==> config.mk <==
export PLATFORM = sky130hd
export DESIGN_NAME = six_phase_stepper_ramp_driver
export DESIGN_NICKNAME = d
export VERILOG_FILES = /design/src/design/spsrd_pkg.sv /design/src/design/spsrd_div.sv /design/src/design/six_phase_stepper_ramp_driver.sv
export SDC_FILE = /design/constraint.sdc
export NUM_CORES = 1
export LEC_CHECK = 0
export CAP_MARGIN = 40
export CORE_MARGIN = 8
export CORE_UTILIZATION = 55
export DETAILED_ROUTE_END_ITERATION = 16
export DONT_BUFFER_PORTS = 1
export PLACE_DENSITY = 0.83
export SLEW_MARGIN = 20
export SYNTH_ARGS = -nofsm -noshare
export SYNTH_HDL_FRONTEND = slang
export SYNTH_SLANG_ARGS = --single-unit
export TNS_END_PERCENT = 5
==> constraint.sdc <==
create_clock -name clk -period 6.1 [get_ports clk]
set_input_delay 0.305 -clock clk [delete_from_list [all_inputs] [get_ports clk]]
set_output_delay 0.305 -clock clk [all_outputs]
set_load 0.01 [all_outputs]
==> src/design/spsrd_pkg.sv <==
// ----------------------------------------------------------------------------
// spsrd_pkg
// Shared types, constants and helpers for the six-phase stepper ramp driver.
// ----------------------------------------------------------------------------
package spsrd_pkg;

  // default width of the signed remaining step count
  localparam int STEP_COUNT_BITS_DEF = 18;

  // field widths
  localparam int DEG_BITS   = 12;
  localparam int SPD_BITS   = 10;
  localparam int SPD_W_BITS = 12;
  localparam int WAIT_BITS  = 20;
  localparam int SPR_BITS   = 5;
  localparam int SHIFT_BITS = 3;
  localparam int INC_BITS   = 8;
  localparam int CFG_BITS   = 10;
  localparam int IDX_BITS   = 2;
  localparam int PROD_BITS  = DEG_BITS + SPR_BITS + 1;

  // divider of the wait computation: 1000 / speed
  localparam int DIV_BITS = 10;
  localparam int CNT_BITS = $clog2(DIV_BITS + 1);
  localparam logic [DIV_BITS-1:0] DIVIDEND = DIV_BITS'(1000);

  // constants of the ramp
  localparam logic [SPD_BITS-1:0]  SPEED_LIMIT   = SPD_BITS'(1000);
  localparam logic [WAIT_BITS-1:0] US_PER_MS     = WAIT_BITS'(1000);
  localparam logic [WAIT_BITS-1:0] START_WAIT_US = WAIT_BITS'(2000);
  localparam logic [2:0]           PHASE_LAST    = 3'd5;

  // register reset values
  localparam logic [SPR_BITS-1:0]   SPR_RESET   = SPR_BITS'(3);
  localparam logic [SPD_BITS-1:0]   MAXSP_RESET = SPD_BITS'(500);
  localparam logic [SHIFT_BITS-1:0] SHIFT_RESET = SHIFT_BITS'(3);
  localparam logic [INC_BITS-1:0]   INC_RESET   = INC_BITS'(5);

  // register indexes
  typedef enum logic [IDX_BITS-1:0] {
    REG_STEPS_PER_DEGREE = 2'd0,
    REG_MAX_SPEED        = 2'd1,
    REG_RAMP_SHIFT       = 2'd2,
    REG_SPEED_INCREMENT  = 2'd3
  } reg_idx_t;

  // command codes
  localparam logic CMD_START = 1'b0;
  localparam logic CMD_TICK  = 1'b1;

  // sequencer states
  typedef enum logic [1:0] {
    S_IDLE = 2'd0,
    S_DIV  = 2'd1,
    S_LOAD = 2'd2
  } state_t;

  typedef struct packed {
    logic                        cmd;
    logic signed [DEG_BITS-1:0]  move_degrees;
  } req_t;

  typedef struct packed {
    logic                  coil_ul;
    logic                  coil_ur;
    logic                  coil_com;
    logic                  stepped;
    logic                  busy_res;
    logic [WAIT_BITS-1:0]  wait_us;
  } res_t;

  // coil levels {ul, ur, com} for a phase
  function automatic logic [2:0] coil_levels(input logic [2:0] phase);
    logic [2:0] lv;
    unique case (phase)
      3'd0:    lv = 3'b110;
      3'd1:    lv = 3'b010;
      3'd2:    lv = 3'b011;
      3'd3:    lv = 3'b001;
      3'd4:    lv = 3'b101;
      3'd5:    lv = 3'b100;
      3'd6:    lv = 3'b110;
      default: lv = 3'b010;
    endcase
    return lv;
  endfunction

endpackage

==> src/design/spsrd_div.sv <==
// ----------------------------------------------------------------------------
// spsrd_div
// Restoring divider, one quotient bit per cycle: quotient = 1000 / divisor.
// ----------------------------------------------------------------------------
module spsrd_div (
  input  logic                          clk,
  input  logic                          rst,
  input  logic                          start,
  input  logic [spsrd_pkg::DIV_BITS-1:0] divisor,
  output logic                          done,
  output logic [spsrd_pkg::DIV_BITS-1:0] quotient
);
  import spsrd_pkg::*;

  logic [DIV_BITS:0]   rem;
  logic [DIV_BITS-1:0] dvd;
  logic [DIV_BITS-1:0] dsr;
  logic [CNT_BITS-1:0] cnt;
  logic                busy;
  logic [DIV_BITS:0]   rem_sh;
  logic [DIV_BITS:0]   diff;
  logic                fit;

  // one trial subtraction
  always_comb begin
    rem_sh = {rem[DIV_BITS-1:0], dvd[DIV_BITS-1]};
    fit    = rem_sh >= {1'b0, dsr};
    diff   = rem_sh - {1'b0, dsr};
  end

  // iteration control
  always_ff @(posedge clk) begin
    if (rst) begin
      busy <= 1'b0;
      done <= 1'b0;
      cnt  <= '0;
    end else begin
      done <= busy && !start && (cnt == CNT_BITS'(1));
      if (start) begin
        busy <= 1'b1;
        cnt  <= CNT_BITS'(DIV_BITS);
      end else if (busy) begin
        cnt <= cnt - 1'b1;
        if (cnt == CNT_BITS'(1)) busy <= 1'b0;
      end
    end
  end

  // datapath
  always_ff @(posedge clk) begin
    if (start) begin
      rem <= '0;
      dvd <= DIVIDEND;
      dsr <= divisor;
    end else if (busy) begin
      rem      <= fit ? diff : rem_sh;
      dvd      <= {dvd[DIV_BITS-2:0], 1'b0};
      quotient <= {quotient[DIV_BITS-2:0], fit};
    end
  end

endmodule

==> src/design/six_phase_stepper_ramp_driver.sv <==
// ----------------------------------------------------------------------------
// six_phase_stepper_ramp_driver
// Six-phase gauge stepper driver with an acceleration ramp and tick timing.
// ----------------------------------------------------------------------------
// Usage:
//   req channel (req_valid/req_stall/req) takes a start request (cmd 0, a
//   signed move in degrees) or a timer tick (cmd 1). Every request yields
//   exactly one result on the res channel (res_valid/res_stall/res): coil
//   levels, a stepped flag, the busy flag and the wait to the next tick.
//   A tick that steps the motor runs the serial divider for 1000/speed:
//   its result passes through the divide state (S_DIV) and the load
//   state (S_LOAD) into the output register; a start or a non-stepping
//   tick goes from S_LOAD into it. req_stall stays high while a request
//   is being worked on, so one request is in flight at a time.
//   The result sits in an output register; the next request may be taken
//   while that result still waits, and a finished result is held back until
//   the output register frees up, so a stalled receiver only delays.
//   Reset (rst, synchronous) clears the move state (no move, phase 0, speed
//   0) and loads the registers with steps_per_degree 3, speed_ceiling 500,
//   ramp_shift 3, speed_increment 5. Registers are written through
//   cfg_we/cfg_index/cfg_data; the user must write them only while no
//   request is in flight, as the block itself does not enforce this.
// ----------------------------------------------------------------------------
module six_phase_stepper_ramp_driver #(
  parameter int STEP_COUNT_BITS = spsrd_pkg::STEP_COUNT_BITS_DEF
) (
  input  logic                           clk,
  input  logic                           rst,
  input  logic                           cfg_we,
  input  logic [spsrd_pkg::IDX_BITS-1:0] cfg_index,
  input  logic [spsrd_pkg::CFG_BITS-1:0] cfg_data,
  input  logic                           req_valid,
  output logic                           req_stall,
  input  spsrd_pkg::req_t                req,
  output logic                           res_valid,
  input  logic                           res_stall,
  output spsrd_pkg::res_t                res
);
  import spsrd_pkg::*;

  localparam int CW = (STEP_COUNT_BITS > PROD_BITS) ? STEP_COUNT_BITS : PROD_BITS;
  localparam logic signed [CW-1:0] LIM_HI =
    CW'((64'd1 << (STEP_COUNT_BITS - 1)) - 64'd1);
  localparam logic signed [CW-1:0] LIM_LO = -LIM_HI - CW'(1);

  // registers
  logic [SPR_BITS-1:0]   steps_per_degree;
  logic [SPD_BITS-1:0]   speed_ceiling;
  logic [SHIFT_BITS-1:0] ramp_shift;
  logic [INC_BITS-1:0]   speed_increment;

  // move state
  logic signed [STEP_COUNT_BITS-1:0] remaining;
  logic [SPD_BITS-1:0]               speed;
  logic [2:0]                        phase;
  logic                              moving;

  state_t state, state_next;
  res_t   pend;
  res_t   res_next;
  logic   accept;
  logic   res_free;
  logic   div_start;
  logic   div_done;
  logic [DIV_BITS-1:0] quotient;

  logic signed [PROD_BITS-1:0] prod;
  logic signed [CW-1:0]        prod_ext;
  logic signed [CW-1:0]        prod_sat;
  logic [2:0]                  phase_step;
  logic [SPD_BITS-1:0]         cap;
  logic [SPD_BITS-1:0]         head;
  logic [SPD_W_BITS-1:0]       sum;
  logic [SPD_BITS-1:0]         spd_new;
  logic [DIV_BITS-1:0]         divisor;
  logic                        do_step;
  logic [WAIT_BITS-1:0]        step_wait;

  // configuration writes
  always_ff @(posedge clk) begin
    if (rst) begin
      steps_per_degree <= SPR_RESET;
      speed_ceiling    <= MAXSP_RESET;
      ramp_shift       <= SHIFT_RESET;
      speed_increment  <= INC_RESET;
    end else if (cfg_we) begin
      unique case (reg_idx_t'(cfg_index))
        REG_STEPS_PER_DEGREE: steps_per_degree <= cfg_data[SPR_BITS-1:0];
        REG_MAX_SPEED:        speed_ceiling    <= cfg_data[SPD_BITS-1:0];
        REG_RAMP_SHIFT:       ramp_shift       <= cfg_data[SHIFT_BITS-1:0];
        REG_SPEED_INCREMENT:  speed_increment  <= cfg_data[INC_BITS-1:0];
        default:              ;
      endcase
    end
  end

  // start count: degrees times steps per degree, saturated
  always_comb begin
    prod     = PROD_BITS'(req.move_degrees) * $signed({1'b0, steps_per_degree});
    prod_ext = CW'(prod);
    if (prod_ext > LIM_HI)      prod_sat = LIM_HI;
    else if (prod_ext < LIM_LO) prod_sat = LIM_LO;
    else                        prod_sat = prod_ext;
  end

  // phase step and speed ramp
  always_comb begin
    if (!remaining[STEP_COUNT_BITS-1]) begin
      phase_step = (phase == PHASE_LAST) ? 3'd0 : phase + 3'd1;
    end else begin
      phase_step = (phase == 3'd0) ? PHASE_LAST : phase - 3'd1;
    end
    if (speed_ceiling == '0)              cap = SPD_BITS'(1);
    else if (speed_ceiling > SPEED_LIMIT) cap = SPEED_LIMIT;
    else                                  cap = speed_ceiling;
    head    = (cap > speed) ? ((cap - speed) >> ramp_shift) : '0;
    sum     = SPD_W_BITS'(speed) + SPD_W_BITS'(head) + SPD_W_BITS'(speed_increment);
    spd_new = (sum > SPD_W_BITS'(cap)) ? cap : sum[SPD_BITS-1:0];
    divisor = (spd_new == '0) ? DIV_BITS'(1) : spd_new;
  end

  assign accept    = req_valid && !req_stall;
  assign req_stall = (state != S_IDLE);
  assign do_step   = (req.cmd == CMD_TICK) && moving && (remaining != '0);
  assign div_start = accept && do_step;
  assign res_free  = !res_valid || !res_stall;
  assign step_wait = WAIT_BITS'(quotient) * US_PER_MS;

  spsrd_div u_div (
    .clk      (clk),
    .rst      (rst),
    .start    (div_start),
    .divisor  (divisor),
    .done     (div_done),
    .quotient (quotient)
  );

  // move state update on each request
  always_ff @(posedge clk) begin
    if (rst) begin
      remaining <= '0;
      speed     <= '0;
      phase     <= '0;
      moving    <= 1'b0;
    end else if (accept) begin
      priority if (req.cmd == CMD_START) begin
        remaining <= STEP_COUNT_BITS'(prod_sat);
        speed     <= '0;
        moving    <= 1'b1;
      end else if (!moving) begin
      end else if (remaining == '0) begin
        moving <= 1'b0;
      end else begin
        phase <= phase_step;
        speed <= spd_new;
        if (!remaining[STEP_COUNT_BITS-1]) remaining <= remaining - 1'b1;
        else                               remaining <= remaining + 1'b1;
      end
    end
  end

  // pending result fields
  always_ff @(posedge clk) begin
    if (accept) begin
      priority if (req.cmd == CMD_START) begin
        {pend.coil_ul, pend.coil_ur, pend.coil_com} <= coil_levels(phase);
        pend.stepped  <= 1'b0;
        pend.busy_res <= 1'b1;
        pend.wait_us  <= START_WAIT_US;
      end else if (do_step) begin
        {pend.coil_ul, pend.coil_ur, pend.coil_com} <= coil_levels(phase_step);
        pend.stepped  <= 1'b1;
        pend.busy_res <= 1'b1;
        pend.wait_us  <= '0;
      end else begin
        {pend.coil_ul, pend.coil_ur, pend.coil_com} <= coil_levels(phase);
        pend.stepped  <= 1'b0;
        pend.busy_res <= 1'b0;
        pend.wait_us  <= '0;
      end
    end
  end

  // sequencer state register
  always_ff @(posedge clk) begin
    if (rst) state <= S_IDLE;
    else     state <= state_next;
  end

  // sequencer next state
  always_comb begin
    state_next = state;
    unique case (state)
      S_IDLE: begin
        if (accept) state_next = do_step ? S_DIV : S_LOAD;
      end
      S_DIV: begin
        if (div_done) state_next = S_LOAD;
      end
      S_LOAD: begin
        if (res_free) state_next = S_IDLE;
      end
      default: state_next = S_IDLE;
    endcase
  end

  // output register
  always_ff @(posedge clk) begin
    if (rst) begin
      res_valid <= 1'b0;
    end else if (state == S_LOAD && res_free) begin
      res_valid <= 1'b1;
    end else if (!res_stall) begin
      res_valid <= 1'b0;
    end
  end

  // result with the divided wait for a step
  always_comb begin
    res_next = pend;
    if (pend.stepped) res_next.wait_us = step_wait;
  end

  always_ff @(posedge clk) begin
    if (state == S_LOAD && res_free) begin
      res <= res_next;
    end
  end

  // checks
  a_phase_range: assert property (@(posedge clk) disable iff (rst)
    phase <= PHASE_LAST) else $error("coil phase out of range");

  a_speed_cap: assert property (@(posedge clk) disable iff (rst)
    speed <= SPEED_LIMIT) else $error("speed above limit");

  a_idle_empty: assert property (@(posedge clk) disable iff (rst)
    !moving |-> remaining == '0) else $error("steps left with no move");

  a_div_done: assert property (@(posedge clk) disable iff (rst)
    div_done |-> state == S_DIV) else $error("divider done outside divide state");

endmodule
==> results of run 1 <==
==> how the worst max path moves through the flow <==
stage | end | cells past startpoint | start
floorplan | u_div.dsr[1]$_SDFFCE_PN0P_ | 28 | speed_ceiling[8]$_SDFFE_PP1P_
CTS | u_div.dsr[8]$_SDFFCE_PN0P_ | 26 | speed_ceiling[3]$_SDFFE_PP0P_
detailed placement | u_div.dsr[8]$_SDFFCE_PN0P_ | 26 | speed_ceiling[7]$_SDFFE_PP1P_
global placement | u_div.dsr[9]$_SDFFCE_PN0P_ | 26 | speed_ceiling[1]$_SDFFE_PP0P_
finish | u_div.dsr[8]$_SDFFCE_PN0P_ | 26 | speed_ceiling[7]$_SDFFE_PP1P_
global route | u_div.dsr[8]$_SDFFCE_PN0P_ | 27 | speed_ceiling[7]$_SDFFE_PP1P_
==> cells in the mapped netlist (9+ instances only) <==
master,number,area share [%]
a211oi_1,41,2.5
nor3_1,30,1.2
o21ai_0,43,1.8
dfxtp_1,84,14
nand3_1,21,0.86
nand2b_1,14,0.71
and2_1,47,2.4
nand2_1,144,4.4
a21oi_1,93,3.8
edfxtp_1,48,12
o211ai_1,14,0.86
nor2b_1,15,0.77
xor2_1,14,1.0
nand3b_1,19,1.2
xnor2_1,33,2.4
nor2_1,91,2.8
or3_1,10,0.51
a21o_1,22,1.3
a31oi_1,9,0.46
clkbuf_1,41,1.3
nand4_1,17,0.87
inv_1,111,3.4
mux2_2,13,1.2
fa_1,79,13
ha_1,135,14
mux2i_1,18,1.5
and3_1,12,0.61
==> cells in the final DEF (no fill, tap or decap), drive strengths merged, types with 30 or more instances in the layout <==
cell / count
ha: 135
a211oi: 43
inv: 117
nand2: 145
and2: 47
edfxtp: 48
buf: 86
nor3: 30
xnor2: 33
fa: 79
nor2: 91
dfxtp: 84
a21oi: 94
o21ai: 45
==> per-stage QoR <==
stage | utilization [%] | total power (uW) | hold WS [ns] | cell area [sq um]
final | 64.2 | 3860 | 0.0137 | 14000
after global routing | 64.2 | 4120 | 0.0125 | 14000
after CTS | 63.5 | 3820 | 0.000400 | 13900
after detailed placement | 59.4 | 2790 | 0.389 | 13000
after global placement | 59.3 | 2730 | 0.385 | 12900
after floorplan | - | 2400 | 0.400 | 12300
==> what timing repair did <==
action                                  CTS  global route
setup buffers                             9             3
endpoints found under the setup margin   20            20
pin swaps                                43            18
hold endpoints to repair                 53             0
resized for setup                        50            21
cloned                                    1             1
hold buffers                              7             0
==> cell type report <==
type / instances / area share (%)
Multi-Input combinational cell: 1064 / 62.9
Sequential cell: 132 / 22.4
Tap cell: 280 / 2.50
Timing Repair Buffer: 93 / 5.25
Inverter: 112 / 3.00
Clock inverter: 15 / 0.866
Clock buffer: 17 / 3.04
==> logic make-up after synthesis <==
logic type	Yosys count
simple gates	444
xor+xnor	48
fa+ha+maj	214
flops	132
compound gates	320
buf+inv	166
other cells	1
mux	34
==> flip-flops by register name (all words and copies together) (netlist names) <==
name              flops
u_div.dsr            10
speed_ceiling        10
res                  22
moving                1
u_div.cnt             4
u_div.quotient       10
u_div.busy            1
u_div.rem            10
speed_increment       8
u_div.dvd             7
speed                10
u_div.done            1
state                 2
pend                  6
ramp_shift            3
remaining            18
phase                 3
res_valid             1
steps_per_degree      5
==> routing by layer <==
metal	global-route usage, %	routed length [um]	vias up
li1	-	-	4974
met1	28.6	13100	4887
met2	38.8	14600	307
met3	4.49	1970	67
met4	9.90	895	0
met5	0	0	-
==> power groups by stage <==
| stage | combinational, uW | clock (uW) | sequential (uW) |
|---|---|---|---|
| after floorplan | 1290 | 0 | 1100 |
| after global placement | 1600 | 0 | 1140 |
| after detailed placement | 1660 | 0 | 1140 |
| after CTS | 1730 | 967 | 1120 |
| after global routing | 1980 | 1010 | 1140 |
| final | 1780 | 956 | 1120 |
==> critical path: stages (launching register included) <==
cell and delay [ns]:
dfxtp_4 0.36, nor4_4 0.29, a32o_2 0.24, inv_2 0.05
ha_4 0.15, fa_2 0.35, nand2b_4 0.17, a211oi_2 0.15
a31o_2 0.20, o21ai_2 0.08, and3_1 0.19, mux4_2 0.51
o22ai_2 0.19, fa_2 0.48, fa_2 0.44, a21oi_4 0.16
a2bb2oi_2 0.19, a21oi_1 0.10, a21oi_1 0.17, xnor2_1 0.11
ha_1 0.32, nand4_1 0.10, nor2_1 0.13, a32oi_2 0.13
o2bb2ai_4 0.23, nand2_4 0.11, mux2_4 0.32
==> results.py, run 1 <==
metrics = {
    "synthesis": {
        "synth_top_family_by_area": "adder cells",
        "synth_cells": 1359,
        "synthSimpleGateAreaFrac_pct": 17.7,
        "synth.mux.area_fraction_pct": 3.21,
        "ys.flop_type": "dfxtp_1",
        "synth-seq-area-share_pct": 25.5,
        "syn-cell-area_sq_um": 12300,
        "synth-async-reset-ratio_pct": 0,
        "synth-edff-count": 48,
        "synth.distinct_cells": 89,
        "synth-xor-area-share_pct": 3.55,
        "synth_compound_area_share_pct": 17.9,
        "synth_seq_cells": 132,
        "synth_adder_area_share_pct": 26.7,
        "ys.warnings.count": 0,
        "avgSynthCellArea_sq_um": 9.02,
    },
    "route": {
        "ant_nets": 0,
        "routed_via_density": 5.97,
        "drt-initial-drc-count": 657,
        "wl_per_cell_um": 17.9,
        "dr.pass1.iters": 5,
        "totalWireLength_um": 30700,
        "route.detailed.drc": 0,
        "via_count": 10200,
    },
    "worst_setup_path": {
        "reg2reg_slack_ns": -0.11,
        "crit_type": "register to register",
        "critPathMaxFanout": 5,
        "critPathRequiredTime_ns": 6.28,
        "worstPathArrival_ns": 6.39,
        "r2r-end": "u_div.dsr[8]$_SDFFCE_PN0P_",
        "r2r_cells": 26,
        "r2r_start": "speed_ceiling[7]$_SDFFE_PP1P_",
        "critPathCaptureType": "register",
        "start_kind": "register",
    },
    "global_routing": {
        "grt_use_total_pct": 23.1,
        "grt_pass1_vias": 10300,
        "antenna_found_initial": 0,
        "grt_max_degree": 54,
        "overflow": 0,
        "grt_pass1_wl_um": 50600,
    },
    "run_status": {
        "status": "finished, violations left",
        "violations": "negative setup slack",
    },
    "floorplan": {
        "pin_count": 57,
        "dieWidth_um": 165,
        "core_sq_um": 21800,
        "initial_utilization_pct": 56.2,
        "rows": 54,
        "dieArea_sq_um": 27300,
        "chipHeight_um": 165,
    },
    "power": {
        "seqPwrFrac_pct": 29.1,
        "p_leak_uw": 0.00611,
        "p_per_area_nw_per_um2": 275,
        "max-vdd-ir-drop_mv": 0.210,
        "p_clk_share_pct": 24.8,
        "p_int_uw": 2360,
        "p_sw_share_pct": 38.7,
        "p_sw_uw": 1490,
        "combPwrFrac_pct": 46.1,
    },
    "cells_and_area": {
        "regArea_sq_um": 3140,
        "syn_to_final_growth_pct": 14.3,
        "multi_input_area_sq_um": 8810,
        "drive_above_1_share_pct": 15.1,
        "fin_cells": 1713,
        "layout.nets": 1664,
        "fillers": 1690,
        "insertedDiodeCount": 0,
    },
    "timing": {
        "clock-skew-final_ns": 0.00872,
        "worst_slack_ns": -0.106,
        "finalCriticalPeriod_ns": 6.21,
        "period_share_pct": 102,
        "tns_ns": -1.22,
        "slew_viol_final": 0,
        "relSlewSlack_pct": 49.4,
        "hold_viol_final": 0,
        "worst_pin_slew_ns": 0.756,
        "setup_viol": 20,
        "timing.fmax_mhz": 161,
        "rsz0062_at_grt": "true",
    },
    "clock_network": {
        "path_clk_slew_ns": 0.06,
        "clk_latency_ns": 0.43,
        "cts_tree": "done",
        "cts_max_level": 4,
        "cts_root_buf": "clkbuf_16",
        "cts_max_path_buffers": 2,
        "cts_sinks": 132,
        "numCtsBuffers": 17,
    },
    "placed_design": {
        "dp_slack_ns": -0.321,
        "place_inst": 1658,
        "port-buffer-count": 0,
        "place.detailed.hpwl_um": 22900,
        "gp_congestion": 0.929,
    },
    "worst_hold_path": {
        "holdPathEnd": "speed_increment[5]$_SDFFE_PP0P_",
        "hold_depth": 2,
        "hold_class": "input port to register",
        "min-delay-start": "cfg_data[5]",
    },
    "job": {
        "drv_cap": 0,
    },
}
(Power assumes the default switching activity.)
==> inputs of run 2 (changes only) <==
--- a/config.mk
+++ b/config.mk
@@ -5,11 +5,11 @@
 export SDC_FILE = /design/constraint.sdc
 export NUM_CORES = 1
 export LEC_CHECK = 0
-export CAP_MARGIN = 40
 export CORE_MARGIN = 8
 export CORE_UTILIZATION = 55
 export DETAILED_ROUTE_END_ITERATION = 16
 export DONT_BUFFER_PORTS = 1
+export GPL_TIMING_DRIVEN = 0
 export PLACE_DENSITY = 0.83
 export SLEW_MARGIN = 20
 export SYNTH_ARGS = -nofsm -noshare
==> results.py, run 2 (same netlist as run 1, synthesis figures left out) <==
metrics = {
    "run_status": {
        "status": "finished, violations left",
        "violations": "negative setup slack",
    },
    "clock_network": {
        "numCtsBuffers": 17,
        "cts_max_path_buffers": 2,
        "clk_latency_ns": 0.43,
        "path_clk_slew_ns": 0.06,
        "cts_sinks": 132,
        "cts_root_buf": "clkbuf_16",
        "cts_max_level": 4,
        "cts_tree": "done",
    },
    "timing": {
        "rsz0062_at_grt": "true",
        "setup_viol": 20,
        "worst_slack_ns": -0.549,
        "slew_viol_final": 0,
        "finalCriticalPeriod_ns": 6.65,
        "clock-skew-final_ns": 0.00727,
        "relSlewSlack_pct": 32.6,
        "whs_ns": 0.0131,
        "hold_viol_final": 0,
        "timing.fmax_mhz": 150,
        "period_share_pct": 109,
        "worst_pin_slew_ns": 1.01,
    },
    "route": {
        "wl_per_cell_um": 18.2,
        "ant_nets": 0,
        "drt-initial-drc-count": 882,
        "via_count": 10500,
        "met1_length_um": 12900,
        "wl_met3_um": 2110,
        "route.detailed.drc": 0,
        "wl_met2_um": 15000,
        "routed_via_density": 6.19,
        "totalWireLength_um": 31100,
        "maxUsedRoutingLayer": "met4",
        "dr.pass1.iters": 5,
    },
    "global_routing": {
        "grt_max_degree": 23,
        "grt_use_total_pct": 22.8,
        "overflow": 0,
        "grt_pass1_vias": 10600,
        "grt_pass1_wl_um": 50600,
        "antenna_found_initial": 0,
    },
    "worst_hold_path": {
        "hold_class": "input port to register",
    },
    "floorplan": {
        "pin_count": 57,
        "rows": 54,
        "dieArea_sq_um": 27300,
        "initial_utilization_pct": 56.2,
        "dieWidth_um": 165,
        "core_sq_um": 21800,
        "chipHeight_um": 165,
    },
    "power": {
        "p_per_area_nw_per_um2": 286,
        "p_leak_uw": 0.00597,
        "power_uw": 3950,
        "max-vdd-ir-drop_mv": 0.226,
    },
    "cells_and_area": {
        "reg_top3": "res x22, remaining x18",
        "final_common_cell": "nand2_1",
        "final_cell_mix": "nand2_1 (140), ha_1 (129), inv_1 (110)",
        "drive_above_1_share_pct": 11.2,
        "top_register": "res",
        "syn_to_final_growth_pct": 12.9,
        "largest_reg_flops": 22,
        "layout.nets": 1655,
        "insertedDiodeCount": 0,
        "fin_cells": 1704,
    },
    "placed_design": {
        "place.detailed.hpwl_um": 22500,
        "port-buffer-count": 0,
        "place_inst": 1641,
        "gp_congestion": 0.930,
    },
    "worst_setup_path": {
        "critPathMaxStageDelay_ns": 0.49,
        "critPathSlowestCell": "fa_1",
        "crit_type": "register to register",
        "start_kind": "register",
        "critPathRequiredTime_ns": 6.27,
        "worstPathArrival_ns": 6.82,
        "critPathMaxFanout": 6,
        "critPathCaptureType": "register",
    },
    "job": {
        "drv_cap": 0,
    },
}
[run 2: timing repair]
item | CTS | global route
gates cloned | 1 | 0
hold buffers | 7 | 0
setup buffers | 20 | 3
pin swaps | 32 | 25
resized for setup | 62 | 16
endpoints found under the setup margin | 20 | 20
hold endpoints to repair | 9 | 0
[run 2: report_power, final]
part | total, uW | switching (uW) | internal (uW)
logic | 1730 | 971 | 760
registers | 1110 | 86.6 | 1030
clock network | 1110 | 421 | 687
total | 3950 | 1480 | 2480
[run 2: cell type report]
cell class	instances	area [sq um]
clock inverters	15	204
clock buffers	17	425
repair buffers	30	250
multi-input cells	1064	8800
flip-flops and latches	132	3140
fillers	1686	7980
inverters	112	420
plain buffers	54	255
well taps	280	350
[run 2: final timing paths]
path | start | to | slack (ns) | cells after the start
max | speed_ceiling[6]$_SDFFE_PP1P_ | u_div.dsr[6]$_SDFFCE_PN0P_ | -0.55 | 29
min | cfg_data[3] | speed_increment[3]$_SDFFE_PP0P_ | 0.01 | 2
max reg2reg | speed_ceiling[6]$_SDFFE_PP1P_ | u_div.dsr[6]$_SDFFCE_PN0P_ | -0.55 | 29
min reg2reg | pend[20]$_SDFFCE_PN1P_ | res[20]$_DFFE_PP_ | 0.44 | 0
[run 2: metal layers]
layer,global-route usage [%],vias to the layer above
li1,-,4945
met4,9.70,0
met3,4.78,90
met1,27.5,5068
met2,38.8,438
met5,0,-
[run 2: metrics by stage]
stage / util, % / cell area [sq um] / setup TNS, ns / worst slack (ns)
2_1_floorplan: - / 12300 / 0 / 0.0191
3_3_place_gp: 57.9 / 12600 / -14.60 / -0.817
3_5_place_dp: 58.0 / 12700 / -18.33 / -0.999
4_1_cts: 63.0 / 13800 / -4.76 / -0.264
5_1_grt: 63.4 / 13800 / -13.41 / -0.711
6_report: 63.4 / 13800 / -9.86 / -0.549
[run 2: worst max-delay path, delay by kind of cell (launching register included)]
family | cells | cell delay [ns]
XOR/XNOR | 1 | 0.13
flip-flops | 1 | 0.38
adder cells (fa/ha/maj) | 6 | 1.92
AND/OR/NAND/NOR | 5 | 0.87
AO/OA/AOI/OAI | 13 | 2.47
buffers and inverters | 3 | 0.27
multiplexers | 1 | 0.32
==> inputs of run 3 (changes only) <==
--- a/config.mk
+++ b/config.mk
@@ -10,7 +10,7 @@
 export DETAILED_ROUTE_END_ITERATION = 16
 export DONT_BUFFER_PORTS = 1
 export GPL_TIMING_DRIVEN = 0
-export PLACE_DENSITY = 0.83
+export PLACE_DENSITY_LB_ADDON = 0.2
 export SLEW_MARGIN = 20
 export SYNTH_ARGS = -nofsm -noshare
 export SYNTH_HDL_FRONTEND = slang
==> results.py, run 3 (same netlist as run 1, synthesis figures left out) <==
metrics = {
    "cells_and_area": {
        "final_common_cell": "nand2_1",
        "syn_to_final_growth_pct": 12.9,
        "regArea_sq_um": 3140,
        "fillers": 1843,
        "top_register": "res",
        "reg_top3": "res x22, remaining x18",
        "layout.nets": 1660,
        "final_area_sq_um": 13800,
        "insertedDiodeCount": 0,
        "largest_reg_flops": 22,
        "drive_above_1_share_pct": 11.4,
        "final_cell_mix": "nand2_1 (140), ha_1 (131), inv_1 (109)",
        "multi_input_area_sq_um": 8790,
    },
    "clock_network": {
        "path_clk_slew_ns": 0.06,
        "cts_max_path_buffers": 2,
        "cts_sinks": 132,
        "numCtsBuffers": 17,
        "cts_tree": "done",
        "cts_max_level": 4,
        "clk_latency_ns": 0.43,
        "cts_root_buf": "clkbuf_16",
    },
    "worst_setup_path": {
        "crit_start": "speed_ceiling[6]$_SDFFE_PP1P_",
        "critPathSlowestCell": "mux4_2",
        "start_kind": "register",
        "r2r-end": "u_div.dsr[7]$_SDFFCE_PN0P_",
        "worstSetupEndpoint": "u_div.dsr[7]$_SDFFCE_PN0P_",
        "critPathMaxStageDelay_ns": 0.51,
        "crit_type": "register to register",
        "r2r_cells": 28,
        "worstPathArrival_ns": 6.59,
        "critPathCaptureType": "register",
        "r2r_start": "speed_ceiling[6]$_SDFFE_PP1P_",
        "crit_top_cell": "fa_2",
        "critPathMaxFanout": 5,
        "reg2reg_slack_ns": -0.32,
        "critPathRequiredTime_ns": 6.28,
    },
    "route": {
        "ant_nets": 0,
        "totalWireLength_um": 29800,
        "dr.pass1.iters": 6,
        "routed_via_density": 5.93,
        "drt-initial-drc-count": 651,
        "route.detailed.drc": 0,
        "via_count": 10100,
        "wl_per_cell_um": 17.5,
    },
    "placed_design": {
        "port-buffer-count": 0,
        "gp_congestion": 0.916,
        "place.detailed.hpwl_um": 22800,
        "dp_slack_ns": -0.878,
        "post_dp_cell_area_sq_um": 12700,
    },
    "floorplan": {
        "pin_count": 57,
        "dieArea_sq_um": 27300,
        "core_sq_um": 21800,
        "initial_utilization_pct": 56.2,
        "chipHeight_um": 165,
        "rows": 54,
        "dieWidth_um": 165,
    },
    "power": {
        "p_per_area_nw_per_um2": 280,
        "p_leak_uw": 0.00598,
        "max-vdd-ir-drop_mv": 0.206,
    },
    "global_routing": {
        "antenna_found_initial": 0,
        "busiest_layer": "met2",
        "grt_use_met3_pct": 3.64,
        "overflow": 0,
        "grt_use_total_pct": 22.6,
        "met1_usage_pct": 30.1,
        "grt_use_met2_pct": 37.7,
        "grt_max_degree": 20,
        "grt_pass1_vias": 10200,
        "grt_pass1_wl_um": 50000,
    },
    "run_status": {
        "status": "finished, violations left",
        "violations": "negative setup slack",
    },
    "timing": {
        "finalCriticalPeriod_ns": 6.42,
        "timing.fmax_mhz": 156,
        "tns_ns": -4.08,
        "period_share_pct": 105,
        "setup_viol": 20,
        "hold_viol_final": 0,
        "slew_viol_final": 0,
        "relSlewSlack_pct": 36.5,
        "clock-skew-final_ns": 0.0135,
        "rsz0062_at_grt": "true",
        "worst_pin_slew_ns": 0.952,
        "worst_slack_ns": -0.318,
    },
    "worst_hold_path": {
        "hold_class": "input port to register",
    },
    "job": {
        "drv_cap": 0,
    },
}
run 3: changes by cell type in the layout (fill, tap and decap cells not counted), sizes merged:
cell,change
clkinvlp,-1
bufinv,-3
clkbuf,+3
buf,+3
clkinv,-5
inv,+7
dlygate4sd3,+1
run 3: final cells by class:
type	count	share of cell area (%)
timing repair buffer	35	2.07
clock buffer	19	3.35
buffer	54	1.84
inverter	112	3.04
clock inverter	13	0.976
sequential	132	22.7
multi-input combinational	1064	63.5
tap	280	2.53
run 3: what timing repair did:
| action | 4_1_cts | 5_1_grt |
|---|---|---|
| hold buffers | 8 | 0 |
| hold endpoints to repair | 8 | 0 |
| setup endpoints to repair | 20 | 20 |
| pin swaps | 35 | 19 |
| gates resized for setup | 51 | 21 |
| cloned | 1 | 0 |
| buffers inserted | 21 | 5 |
run 3: power breakdown:
group	total, uW	switching [uW]	internal, uW
clock	1060	446	612
sequential	1110	87.4	1030
combinational	1700	941	755
run 3: layer usage:
metal / up-vias / share of wire [%]
met1: 4858 / 45
li1: 4952 / -
met2: 289 / 48
met4: 0 / 1.5
met3: 36 / 5.9
met5: - / 0
run 3: worst min-delay path by stage:
stage	startpoint	endpoint	slack (ns)	cells after the start
floorplan	pend[20]$_SDFFCE_PN1P_	res[20]$_DFFE_PP_	0.40	0
global placement	pend[24]$_DFFE_PP_	res[24]$_DFFE_PP_	0.41	0
detailed placement	pend[24]$_DFFE_PP_	res[24]$_DFFE_PP_	0.42	0
CTS	cfg_data[6]	speed_ceiling[6]$_SDFFE_PP1P_	0.0004	2
global route	cfg_data[1]	speed_ceiling[1]$_SDFFE_PP0P_	0.01	2
finish	cfg_data[6]	speed_ceiling[6]$_SDFFE_PP1P_	0.01	2
run 3: stage by stage:
step,hold WS [ns],util [%],std cells,total power (uW)
global placement,0.408,57.9,1641,2680
finish,0.0130,63.4,1709,3870
floorplan,0.400,-,1361,2400
CTS,0.000359,62.7,1704,3830
detailed placement,0.420,58.0,1642,2720
global route,0.0113,63.4,1709,4150
run 3: critical path: cells and delay by family (launching register included):
family | cells | cell delay, ns
simple gates | 8 | 1.21
fa+ha+maj | 5 | 1.79
mux | 2 | 0.87
buf+inv | 2 | 0.17
xor+xnor | 1 | 0.12
flops | 1 | 0.37
compound gates | 10 | 1.63
